File: config.mk
export PLATFORM = sky130hd
export DESIGN_NAME = bsp_ctrl
export DESIGN_NICKNAME = d
export VERILOG_FILES = /design/src/rtl/bsp_pkg.sv /design/src/rtl/bsp_ctrl.sv
export SDC_FILE = /design/constraint.sdc
export NUM_CORES = 1
export LEC_CHECK = 0
export BUFFER_PORTS_ARGS = -buffer_cell sky130_fd_sc_hd__buf_2
export CAP_MARGIN = 20
export CORE_MARGIN = 1.5
export CORE_UTILIZATION = 46
export CTS_CLUSTER_SIZE = 16
export DETAILED_ROUTE_END_ITERATION = 8
export PLACE_DENSITY_LB_ADDON = 0.05
export SYNTH_ARGS = -nofsm -noshare
export SYNTH_HDL_FRONTEND = slang
export SYNTH_SLANG_ARGS = --single-unit
File: constraint.sdc
create_clock -name clk_i -period 1.95 [get_ports clk_i]
set_input_delay 0.39 -clock clk_i [delete_from_list [all_inputs] [get_ports clk_i]]
set_output_delay 0.39 -clock clk_i [all_outputs]
set_load 0.05 [all_outputs]
File: src/rtl/bsp_pkg.sv
// ----------------------------------------------------------------------------
// bsp_pkg: shared types and constants of the billboard sprite projector
// Column count, fixed-point constants, CORDIC angle table, controller
// command/status bundles and a saturation helper.
// ----------------------------------------------------------------------------
package bsp_pkg;

  localparam int COLUMNS = 512;
  localparam int COL_W   = $clog2(COLUMNS);

  localparam logic OP_WRITE   = 1'b0;
  localparam logic OP_PROJECT = 1'b1;

  localparam logic [1:0] CFG_FOV    = 2'd0;
  localparam logic [1:0] CFG_HEIGHT = 2'd1;
  localparam logic [1:0] CFG_TILE   = 2'd2;

  localparam logic [14:0] FOV_RST    = 15'd10923;
  localparam logic [11:0] HEIGHT_RST = 12'd480;
  localparam logic [7:0]  TILE_RST   = 8'd64;

  localparam logic [23:0]        MIN_DIST  = 24'd26;
  localparam logic signed [32:0] INV_GAIN  = 33'sd652032874;
  localparam logic signed [25:0] HALF_TURN = 26'sd8388608;

  // iterative divider widths
  localparam int DIV_NW = 32;
  localparam int DIV_DW = 24;
  localparam int DIV_CW = $clog2(DIV_NW);

  typedef struct packed {
    logic       ld;
    logic       wr;
    logic       atan;
    logic       rel;
    logic       cos_step;
    logic       cfin;
    logic       perp;
    logic       test;
    logic       sdiv;
    logic       fin;
    logic [3:0] step;
  } cmd_t;

  typedef struct packed {
    logic culled;
    logic vis;
    logic sqrt_done;
    logic cdiv_done;
    logic sdiv_done;
  } sts_t;

  // CORDIC angle table in 2^-24 turn
  function automatic logic signed [25:0] atan_lut(input logic [3:0] i);
    logic signed [25:0] r;
    unique case (i)
      4'd0:    r = 26'sd2097152;
      4'd1:    r = 26'sd1238021;
      4'd2:    r = 26'sd654136;
      4'd3:    r = 26'sd332050;
      4'd4:    r = 26'sd166669;
      4'd5:    r = 26'sd83416;
      4'd6:    r = 26'sd41718;
      4'd7:    r = 26'sd20860;
      4'd8:    r = 26'sd10430;
      4'd9:    r = 26'sd5215;
      4'd10:   r = 26'sd2608;
      4'd11:   r = 26'sd1304;
      4'd12:   r = 26'sd652;
      4'd13:   r = 26'sd326;
      4'd14:   r = 26'sd163;
      4'd15:   r = 26'sd81;
      default: r = 26'sd0;
    endcase
    return r;
  endfunction

  function automatic logic signed [15:0] sat16(input logic signed [17:0] v);
    logic signed [15:0] r;
    if (v > 18'sd32767) r = 16'sh7FFF;
    else if (v < -18'sd32768) r = 16'sh8000;
    else r = v[15:0];
    return r;
  endfunction

endpackage

File: src/rtl/bsp_ctrl.sv
// ----------------------------------------------------------------------------
// bsp_ctrl: sequencer of the sprite projector
// Steps one item through angle, cosine, distance, depth test and size,
// and owns the output valid flag.
// ----------------------------------------------------------------------------
module bsp_ctrl (
  input  logic          clk_i,
  input  logic          rst_ni,
  input  logic          s_valid_i,
  input  logic          s_op_i,
  input  logic          m_ready_i,
  input  bsp_pkg::sts_t sts_i,
  output bsp_pkg::cmd_t cmd_o,
  output logic          s_ready_o,
  output logic          m_valid_o
);
  import bsp_pkg::*;

  typedef enum logic [8:0] {
    S_IDLE = 9'b000000001,
    S_ATAN = 9'b000000010,
    S_REL  = 9'b000000100,
    S_COS  = 9'b000001000,
    S_WAIT = 9'b000010000,
    S_PERP = 9'b000100000,
    S_TEST = 9'b001000000,
    S_DIVS = 9'b010000000,
    S_DONE = 9'b100000000
  } state_e;

  state_e     state_q, state_d;
  logic [3:0] cnt_q, cnt_d;
  logic       ov_q, ov_d;

  always_comb begin
    state_d   = state_q;
    cnt_d     = cnt_q;
    cmd_o     = '0;
    cmd_o.step = cnt_q;
    s_ready_o = 1'b0;
    unique case (state_q)
      S_IDLE: begin
        s_ready_o = 1'b1;
        if (s_valid_i) begin
          if (s_op_i == OP_PROJECT) begin
            cmd_o.ld = 1'b1;
            cnt_d    = '0;
            state_d  = S_ATAN;
          end else begin
            cmd_o.wr = 1'b1;
          end
        end
      end
      S_ATAN: begin
        cmd_o.atan = 1'b1;
        cnt_d      = cnt_q + 1'b1;
        if (cnt_q == 4'd15) state_d = S_REL;
      end
      S_REL: begin
        cmd_o.rel = 1'b1;
        cnt_d     = '0;
        state_d   = sts_i.culled ? S_DONE : S_COS;
      end
      S_COS: begin
        cmd_o.cos_step = 1'b1;
        cnt_d          = cnt_q + 1'b1;
        if (cnt_q == 4'd15) state_d = S_WAIT;
      end
      S_WAIT: begin
        cmd_o.cfin = 1'b1;
        if (sts_i.sqrt_done && sts_i.cdiv_done) state_d = S_PERP;
      end
      S_PERP: begin
        cmd_o.perp = 1'b1;
        state_d    = S_TEST;
      end
      S_TEST: begin
        cmd_o.test = 1'b1;
        if (sts_i.vis) begin
          cmd_o.sdiv = 1'b1;
          state_d    = S_DIVS;
        end else begin
          state_d = S_DONE;
        end
      end
      S_DIVS: begin
        if (sts_i.sdiv_done) state_d = S_DONE;
      end
      S_DONE: begin
        // hold until the output register is free
        if (!ov_q || m_ready_i) begin
          cmd_o.fin = 1'b1;
          state_d   = S_IDLE;
        end
      end
      default: state_d = S_IDLE;
    endcase
  end

  assign ov_d = cmd_o.fin ? 1'b1 : (m_ready_i ? 1'b0 : ov_q);

  always_ff @(posedge clk_i or negedge rst_ni) begin
    if (!rst_ni) begin
      state_q <= S_IDLE;
      cnt_q   <= '0;
      ov_q    <= 1'b0;
    end else begin
      state_q <= state_d;
      cnt_q   <= cnt_d;
      ov_q    <= ov_d;
    end
  end

  assign m_valid_o = ov_q;

endmodule

* After elaboration in Yosys (flattened, before gate mapping)
Cells that the tools add are included.
** Cells by class
- Add/subtract/negate cells :: 1
- Equality and inequality tests :: 17
- Muxes and demuxes :: 29
- Reductions and logical operators :: 8
** Operator list (count)
- $mux W9 :: 9
- $pmux W9 S9 :: 1
- $ne A2 B2 Y1 const B :: 7
- $mux W1 :: 13
- $pmux W4 S3 :: 1
- $eq A9 B1 Y1 const B :: 1
- $eq A9 B2 Y1 const B :: 1
- $eq A9 B3 Y1 const B :: 1
- $eq A9 B4 Y1 const B :: 1
- $eq A9 B5 Y1 const B :: 1
- $eq A9 B6 Y1 const B :: 1
- $eq A9 B7 Y1 const B :: 1
- $eq A9 B8 Y1 const B :: 1
- $eq A9 B9 Y1 const B :: 1
- $mux W4 :: 2
- $reduce_and A7 Y1 :: 1
- $mux W2 :: 3
- $add A4 B1 Y4 const B :: 1
- $eq A4 B4 Y1 const B :: 1
- $reduce_and A3 Y1 :: 1
- $reduce_bool A3 Y1 :: 1
- $reduce_bool A2 Y1 :: 1
- $reduce_or A2 Y1 :: 1
- $logic_and A1 B1 Y1 :: 1
- 2 further kinds :: 2
** Word-level totals
- Register bits after elaboration :: 14
- Input port bits :: 10
- Output and inout bits :: 16
- Word-level logic and storage cells :: 58

* Longest topological paths before layout
Gate-level depths: netlist (run 1).
- Depth after elaboration :: 5
- Depth in mapped cells :: 7
- Depth with buffers taken out :: 6

* Least setup slack after synthesis (run 1)
OpenSTA, ideal clock, no wires.
- Path type :: register to output
- Start :: reg state_q[4]
- End :: out cmd_o[12] in the netlist's numbering
- Arrival time :: 2.660 ns
- Data required time :: 1.560 ns
- Slack :: -1.100 ns
- Stages on the path, launching flop included :: 5
- Path buffers :: 1
- Path through :: dfrtp_1 > or4_1 > buf_2 > or3_4 > nor3b_1
** RTL lines
- from (decl) :: RTL line bsp_ctrl.sv:31 : state_e state_q, state_d;
- from (signal assigned) :: RTL line bsp_ctrl.sv:108 : state_q <= state_d;
- to (decl) :: RTL line bsp_ctrl.sv:13 : output bsp_pkg::cmd_t cmd_o,

==> flow_summary.toml, run 1 <==
[drt]
post_drt_wl_per_cell_um = 17.7
totalWireLength_um = 3560
dr_total_vias = 1136
first_pass_iters = 4
via_per_inst = 5.65
drcViolationCount = 0
drt_iter0_drc = 29
detail-route-antenna-nets = 0

[critical_path]
crit_arrival_ns = 2.10
crit_path_start_kind = "flop"
end_kind = "output port"
ff2ff_setup_slack_ns = -0.21
critical_path_required_ns = 1.56
reg2reg_depth = 9
regToRegEndpoint = "state_q[0]$_DFFE_PN1P_"
crit_type = "flop to output port"
critPathMaxFanout = 4
r2r-start = "state_q[0]$_DFFE_PN1P_"

[place]
gp_congestion = 0.835
dpl.hpwl_um = 1940
io_buffers = 25
pre_cts_slack_ns = -0.265

[hold_path]
min_to = "state_q[4]$_DFFE_PN0P_"
min-delay-start = "sts_i[2]"
hold_depth = 3
hold_class = "input port to flop"

[floorplanning]
start_util = 0.491
core_area_um2 = 1980
rows = 16
dieArea_um2 = 2400
num_io_pins = 26
die-width_um = 49
die_h_um = 49

[timing]
fin_setup_tns_ns = -5.68
drv_slew = 0
fin_ws_ns = -0.537
max_slew_margin = 0.752
setup_viol = 19
fin_hold_ws_ns = 0.402
rsz0062_at_grt = "true"
hold_viol_final = 0
fin_worst_skew_ns = 0.00526
final.min_clock_period_ns = 2.49
post-route-period-util = 1.28
tightest_slew_ns = 0.372
fmax_mhz = 402

[clocking]
insertion_delay_ns = 0.29
path_clk_slew_ns = 0.09
cts.sinks = 14
cts_tree = "built"
cts-buffers-inserted = 3
clockBufferDepth = 2
htree_levels = 1
root_buffer = "clkbuf_4"

[yosys]
netlist_instances = 110
syn-cell-area_um2 = 973
synth_top_family_by_area = "simple AND/OR/NAND/NOR gates"
synth_compound_area_frac = 0.171
synth-simple-area-share = 0.347
netlist_top_cells_area = "dfrtp_1 (33%), o21ai_0 (5.1%), nor2_1 (4.6%), dfstp_2 (2.7%), inv_1 (2.7%)"
ys_seq_elements = 14
yosysWarnings = 0
synthAdderAreaFrac = 0.0129
synthesis.nets = 121
synth-seq-area-share = 0.361
synth-xor-area-share = 0.0270
synth_top_cell_area_share = 0.334
synthMuxAreaShare = 0
synthDistinctLibCells = 48
syn_area_per_cell_um2 = 8.85
yosys.area.top_type = "dfrtp_1"

[power_and_ir_drop]
switching_share = 0.434
p_switching_mw = 0.788
internal-power_mw = 1.03
seq_power_share = 0.207
p_leak_nw = 0.841
p_clk_frac = 0.122
total_power_mw = 1.82
vdd_drop_max_uv = 841
power.density_nw_per_um2 = 1050
power_frac_comb = 0.671

[global_route]
antenna_found_initial = 0
grt_overflow = 0
grt_util_all_layers = 0.297
grt_max_degree = 15
grt_pass1_wl_um = 5290
grt_pass1_vias = 1114

[cells_and_area]
fillers = 97
final_common_cell = "buf_4"
layout-drive-gt1-share = 0.603
syn_to_final_growth_pct = 78.3
layout_common_cells = "buf_4 (29), buf_6 (20), buf_2 (14)"
nets = 186
antenna_cells = 0

[outcome]
outcome = "finished, violations left"
violations = "setup timing"

[flow_run]
cap_violations = 0
-- worst max-delay path by stage --
stage                           startpoint        end  depth (start not counted)
finish              state_q[3]$_DFFE_PN0P_  cmd_o[12]                          5
global route        state_q[3]$_DFFE_PN0P_  cmd_o[12]                          5
CTS                 state_q[0]$_DFFE_PN1P_  cmd_o[12]                          4
detailed placement  state_q[0]$_DFFE_PN1P_  cmd_o[12]                          4
global placement    state_q[0]$_DFFE_PN1P_  cmd_o[12]                          4
floorplan           state_q[8]$_DFFE_PN0P_  cmd_o[12]                          4
-- cell usage after synthesis, drive strengths merged --
| library cell | n |
|---|---|
| dfstp | 1 |
| a32o | 1 |
| o211a | 1 |
| a32oi | 1 |
| nand3b | 1 |
| and2 | 1 |
| o211ai | 1 |
| or4 | 2 |
| and4 | 2 |
| inv | 7 |
| nor2 | 12 |
| nor3 | 5 |
| buf | 6 |
| nand2 | 8 |
| nor3b | 2 |
| a31oi | 1 |
| nor2b | 1 |
| xnor2 | 1 |
| ha | 1 |
| and3 | 2 |
| clkinv | 1 |
| a21oi | 2 |
| nor4b | 2 |
| dfrtp | 13 |
| a221oi | 1 |
| or3 | 1 |
| clkbuf | 1 |
| a41oi | 1 |
| nand4b | 1 |
| a21o | 2 |
| a22o | 2 |
| o21ai | 10 |
| or4b | 2 |
| o22ai | 1 |
| nand4 | 2 |
| nor4 | 1 |
| xor2 | 2 |
| nand2b | 3 |
| nand3 | 5 |
-- layout make-up --
type                    count  area, um2  share of cell area
multi-input cells          81        707               0.407
clock buffers               4       36.3              0.0209
flip-flops and latches     14        352               0.203
well taps                  27       33.8              0.0195
inverters                   8       38.8              0.0224
repair buffers             67        568               0.327
-- routing by layer --
layer,up-vias,wire length [um],GRT usage
li1,532,-,-
met1,536,1430,0.369
met2,55,1830,0.516
met3,13,203,0.0460
met4,0,101,0.114
met5,-,0,0
-- state kept, by name, indices dropped and copies added (netlist names) --
| register | flops |
|---|---|
| cnt_q | 4 |
| m_valid_o | 1 |
| state_q | 9 |
-- kinds of logic after synthesis --
logic type	after synthesis
fa+ha+maj	1
simple gates	53
compound gates	24
flops	14
buf+inv	15
xor+xnor	3
-- per-stage QoR --
step / std cells / util / cell area (um2)
2_1_floorplan: 110 / - / 1030
3_3_place_gp: 177 / 0.655 / 1300
3_5_place_dp: 177 / 0.655 / 1300
4_1_cts: 193 / 0.815 / 1620
5_1_grt: 201 / 0.876 / 1740
6_report: 201 / 0.876 / 1740
-- what timing repair did --
action	4_1_cts	5_1_grt
pin swaps	12	16
buffers inserted	11	10
endpoints found under the hold margin	7	0
hold buffers	1	0
resized for setup	50	19
endpoints found under the setup margin	18	22
-- power groups by stage --
| stage | Sequential, mW | Combinational [mW] | Clock (mW) |
|---|---|---|---|
| 2_1_floorplan | 0.425 | 0.547 | 0 |
| 3_3_place_gp | 0.375 | 0.803 | 0 |
| 3_5_place_dp | 0.376 | 0.813 | 0 |
| 4_1_cts | 0.373 | 1.05 | 0.225 |
| 5_1_grt | 0.383 | 1.29 | 0.242 |
| 6_report | 0.376 | 1.22 | 0.221 |
-- critical path, stage by stage, from the launching register on --
cell     delay (ns)
dfrtp_1        0.42
buf_6          0.13
or4b_4         0.48
or3_4          0.39
nor3b_4        0.20
buf_6          0.18
Power figures use the tool's default switching activity.
==> run 2: changes to the inputs <==
==> constraint.sdc (replaced) <==
create_clock -name clk_i -period 1.95 [get_ports clk_i]
set_input_delay 0.195 -clock clk_i [delete_from_list [all_inputs] [get_ports clk_i]]
set_output_delay 0.195 -clock clk_i [all_outputs]
set_load 0.05 [all_outputs]
==> run 2 against run 1 <==
  * The run still ends with setup timing left
  * Clock skew barely moved
  * Routed wire length fell by 0.28%
  * Sequential cell count did not move
  * Global-route usage rose by 0.46 points
  * Worst setup slack improved by 0.18 ns
  * Critical path depth fell by 1
  * Core utilization fell by 2.6 points
  * Critical endpoint unchanged
  * Largest cell class unchanged
==> flow_summary.toml, run 2 (synthesis gave the netlist of run 1 again) <==
[hold_path]
min_to = "m_valid_o$_DFFE_PN0P_"
min-delay-start = "m_ready_i"
hold_depth = 3
hold_class = "input port to flop"

[cells_and_area]
regMostFlops = "state_q"
syn_to_final_growth_pct = 73.0
nets = 186
final_common_cell = "buf_4"
final_util = 0.850
antenna_cells = 0
instances_no_fill = 201
layout_common_cells = "buf_4 (34), buf_2 (14), dfrtp_1 (13)"
largest_register_ffs = 9
layout-drive-gt1-share = 0.563
final_area_um2 = 1680

[floorplanning]
core_area_um2 = 1980
rows = 16
dieArea_um2 = 2400
die_h_um = 49
num_io_pins = 26
start_util = 0.491
die-width_um = 49

[place]
io_buffers = 25
dpl.hpwl_um = 1990
placed_area_um2 = 1300
pre_cts_slack_ns = -0.138
dp_cells = 177
gp_congestion = 0.854

[critical_path]
critical_path_required_ns = 1.75
path_cells = "or4b_4 > or3_4 > nor3b_4 > buf_6"
cp_slowest_cell = "dfstp_2"
critPathTopFamily = "simple AND/OR/NAND/NOR gates"
reg2reg_depth = 9
crit_path_start_kind = "flop"
end_kind = "output port"
crit_arrival_ns = 2.11
regToRegEndpoint = "state_q[8]$_DFFE_PN0P_"
max_stage_delay_ns = 0.55
crit_buf_inv = 1
critPathMaxFanout = 3
crit_type = "flop to output port"
r2r-start = "state_q[7]$_DFFE_PN0P_"
ff2ff_setup_slack_ns = -0.27

[global_route]
grt_util_all_layers = 0.301
grt_overflow = 0
antenna_found_initial = 0
met3_usage = 0.0583
gr-usage-met1 = 0.335
grt_pass1_vias = 1207
grtUsageMet2 = 0.527
grt_busiest_layer = "met2"
grt_pass1_wl_um = 5490
grt_max_degree = 15

[outcome]
violations = "setup timing"
outcome = "finished, violations left"

[drt]
dr_total_vias = 1165
drt_iter0_drc = 20
post_drt_wl_per_cell_um = 17.6
via_per_inst = 5.80
drcViolationCount = 0
totalWireLength_um = 3550
detail-route-antenna-nets = 0
first_pass_iters = 4

[clocking]
cts_tree = "built"
htree_levels = 1
cts-buffers-inserted = 3
root_buffer = "clkbuf_4"
cts.sinks = 14
clockBufferDepth = 2
path_clk_slew_ns = 0.10
insertion_delay_ns = 0.29

[timing]
rsz0062_at_grt = "true"
drv_slew = 0
final.min_clock_period_ns = 2.31
setup_viol = 20
max_slew_margin = 0.604
fin_ws_ns = -0.356
post-route-period-util = 1.18
fmax_mhz = 434
fin_worst_skew_ns = 0.00514
fin_setup_tns_ns = -4.25
fin_hold_ws_ns = 0.178
tightest_slew_ns = 0.595
hold_viol_final = 0

[power_and_ir_drop]
p_leak_nw = 0.826
total_power_mw = 1.88
power.density_nw_per_um2 = 1120
vdd_drop_max_uv = 703

[flow_run]
cap_violations = 0
==> run 2: power breakdown <==
group          switching, mW  total [mW]  internal, mW
logic                  0.647        1.28         0.631
clock network          0.109       0.223         0.114
registers             0.0422       0.379         0.337
==> run 2: what timing repair did <==
item | 4_1_cts | 5_1_grt
hold endpoints to repair | 13 | 0
hold buffers | 1 | 0
setup buffers | 13 | 7
gates cloned | 0 | 0
endpoints found under the setup margin | 17 | 22
pin swaps | 16 | 8
resized for setup | 44 | 10
==> run 2: cell type report <==
type | instances | area [um2]
repair buffers | 67 | 574
flip-flops and latches | 14 | 352
multi-input cells | 81 | 642
fillers | 113 | 298
well taps | 27 | 33.8
inverters | 8 | 46.3
clock buffers | 4 | 36.3
==> run 2: per-layer routing <==
metal	vias to the layer above	part of all wire
li1	530	-
met4	0	0.048
met1	548	0.38
met5	-	0
met3	20	0.071
met2	67	0.51
==> run 2: tightest hold or removal path, stage by stage <==
cell and delay [ns]:
buf_2 0.08, nand2b_1 0.11, nand2_1 0.05
==> run 2: worst max path at each step <==
stage	startpoint	endpoint	cells past startpoint
2_1_floorplan	state_q[8]$_DFFE_PN0P_	cmd_o[12]	4
3_3_place_gp	state_q[0]$_DFFE_PN1P_	cmd_o[12]	4
3_5_place_dp	state_q[8]$_DFFE_PN0P_	state_q[8]$_DFFE_PN0P_	7
4_1_cts	state_q[0]$_DFFE_PN1P_	cmd_o[12]	4
5_1_grt	state_q[0]$_DFFE_PN1P_	cmd_o[12]	4
6_report	state_q[0]$_DFFE_PN1P_	cmd_o[12]	4
==> run 3: changes to the inputs <==
--- a/config.mk
+++ b/config.mk
@@ -13,3 +13,3 @@
 export DETAILED_ROUTE_END_ITERATION = 8
-export PLACE_DENSITY_LB_ADDON = 0.05
+export PLACE_DENSITY = 0.81
 export SYNTH_ARGS = -nofsm -noshare
==> constraint.sdc (replaced) <==
create_clock -name clk_i -period 1.95 [get_ports clk_i]
set_input_delay 0.39 -clock clk_i [delete_from_list [all_inputs] [get_ports clk_i]]
set_output_delay 0.39 -clock clk_i [all_outputs]
set_load 0.05 [all_outputs]
==> run 3 against run 2 <==
  * Sequential share of layout area rose by 0.24 points
  * The run still ends with setup timing left
  * Critical path depth rose by 2
  * Routed wire length rose by 2.0%
  * Largest cell class unchanged
  * Via count rose by 2.8%
  * First-iteration DRC count rose to 2.7 times the previous value
==> flow_summary.toml, run 3 (synthesis gave the netlist of run 1 again) <==
[clocking]
root_buffer = "clkbuf_4"
path_clk_slew_ns = 0.10
cts_tree = "built"
insertion_delay_ns = 0.30
cts-buffers-inserted = 3
htree_levels = 1
cts.sinks = 14
clockBufferDepth = 2

[cells_and_area]
regMostFlops = "state_q"
layout_common_cells = "buf_4 (30), buf_2 (14), dfrtp_1 (13), buf_6 (13), nor2_1 (9)"
fillers = 103
final_util = 0.840
instances_no_fill = 198
layout-drive-gt1-share = 0.567
antenna_cells = 0
nets = 183
syn_to_final_growth_pct = 71.1
final_common_cell = "buf_4"
seq_area_um2 = 352
largest_register_ffs = 9
multi_input_area_um2 = 673

[floorplanning]
num_io_pins = 26
dieArea_um2 = 2400
die_h_um = 49
die-width_um = 49
start_util = 0.491
core_area_um2 = 1980
rows = 16

[critical_path]
end_kind = "output port"
reg2reg_depth = 9
max_stage_delay_ns = 0.57
path_cells = "buf_6 > or4_4 > nor3_4 > and3_4 > and2_4 > buf_8"
crit_path_start_kind = "flop"
cp_slowest_cell = "or4_4"
crit_arrival_ns = 2.07
crit_type = "flop to output port"
critPathMaxFanout = 2
r2r-start = "state_q[0]$_DFFE_PN1P_"
regToRegEndpoint = "state_q[0]$_DFFE_PN1P_"
critical_path_required_ns = 1.56
ff2ff_setup_slack_ns = -0.25

[timing]
setup_viol = 19
post-route-period-util = 1.26
max_slew_margin = 0.747
fin_ws_ns = -0.514
fmax_mhz = 406
drv_slew = 0
fin_worst_skew_ns = 0.0165
final.min_clock_period_ns = 2.46
hold_viol_final = 0
tightest_slew_ns = 0.376
fin_hold_ws_ns = 0.372
rsz0062_at_grt = "true"

[hold_path]
hold_class = "input port to flop"
hold_depth = 3
min-delay-start = "m_ready_i"
min_to = "m_valid_o$_DFFE_PN0P_"

[power_and_ir_drop]
internal-power_mw = 0.979
power.density_nw_per_um2 = 1050
vdd_drop_max_uv = 711
p_switching_mw = 0.778
seq_power_share = 0.217
p_leak_nw = 0.802
power_frac_comb = 0.678
switching_share = 0.443
p_clk_frac = 0.105

[drt]
drt_iter0_drc = 53
detail-route-antenna-nets = 0
dr_total_vias = 1198
totalWireLength_um = 3620
post_drt_wl_per_cell_um = 18.3
first_pass_iters = 4
drcViolationCount = 0
via_per_inst = 6.05

[outcome]
outcome = "finished, violations left"
violations = "setup timing"

[global_route]
grt_pass1_wl_um = 5330
antenna_found_initial = 0
grt_max_degree = 15
grt_overflow = 0
grt_util_all_layers = 0.291
grt_pass1_vias = 1192

[place]
dpl.hpwl_um = 2100
dp_cells = 180
gp_congestion = 0.894
io_buffers = 25

[flow_run]
cap_violations = 0
-- run 3: routing by layer --
layer | global-route usage | vias up | wire length (um)
met3 | 0.0552 | 25 | 245
met4 | 0.110 | 0 | 189
met1 | 0.333 | 577 | 1360
met5 | 0 | - | 0
li1 | - | 529 | -
met2 | 0.532 | 67 | 1820
-- run 3: critical path, delay by kind of cell (launching register included) --
family                 cells  cell delay, ns
AND/OR/NAND/NOR            4            1.15
flip-flops                 1            0.39
buffers and inverters      2            0.25
-- run 3: power by group through the flow --
stage	combinational (mW)	sequential, mW	clock [mW]
4_1_cts	0.999	0.370	0.185
2_1_floorplan	0.547	0.425	0
3_3_place_gp	0.820	0.373	0
5_1_grt	1.25	0.385	0.195
3_5_place_dp	0.844	0.378	0
6_report	1.19	0.381	0.185
-- run 3: final cells by class --
class                           instances  share of cell area
Timing Repair Buffer                   64               0.325
Sequential cell                        14               0.211
Clock buffer                            4              0.0158
Inverter                                8              0.0233
Tap cell                               27              0.0203
Multi-Input combinational cell         81               0.404
-- run 3: what timing repair did --
item	in CTS	in global routing
pin swaps	5	12
hold buffers	1	0
resized for setup	37	23
setup endpoints to repair	19	22
hold endpoints to repair	7	0
cloned	0	0
setup buffers	9	7
-- run 3: worst max path at each step --
| stage | startpoint | to | slack, ns |
|---|---|---|---|
| 2_1_floorplan | state_q[8]$_DFFE_PN0P_ | cmd_o[12] | -0.39 |
| 3_3_place_gp | state_q[0]$_DFFE_PN1P_ | cmd_o[12] | -0.24 |
| 3_5_place_dp | state_q[0]$_DFFE_PN1P_ | cmd_o[12] | -0.29 |
| 4_1_cts | state_q[0]$_DFFE_PN1P_ | cmd_o[4] | -0.47 |
| 5_1_grt | state_q[0]$_DFFE_PN1P_ | cmd_o[5] | -0.56 |
| 6_report | state_q[0]$_DFFE_PN1P_ | cmd_o[5] | -0.51 |
-- run 3: per-stage QoR --
| stage | setup TNS [ns] | setup WS [ns] | power [mW] | instance area [um2] |
|---|---|---|---|---|
| after global routing | -7.23 | -0.557 | 1.83 | 1670 |
| after detailed placement | -2.81 | -0.285 | 1.22 | 1320 |
| final | -6.12 | -0.514 | 1.76 | 1670 |
| after global placement | -2.16 | -0.244 | 1.19 | 1320 |
| after CTS | -5.48 | -0.474 | 1.55 | 1550 |
| after floorplan | -2.79 | -0.392 | 0.972 | 1030 |
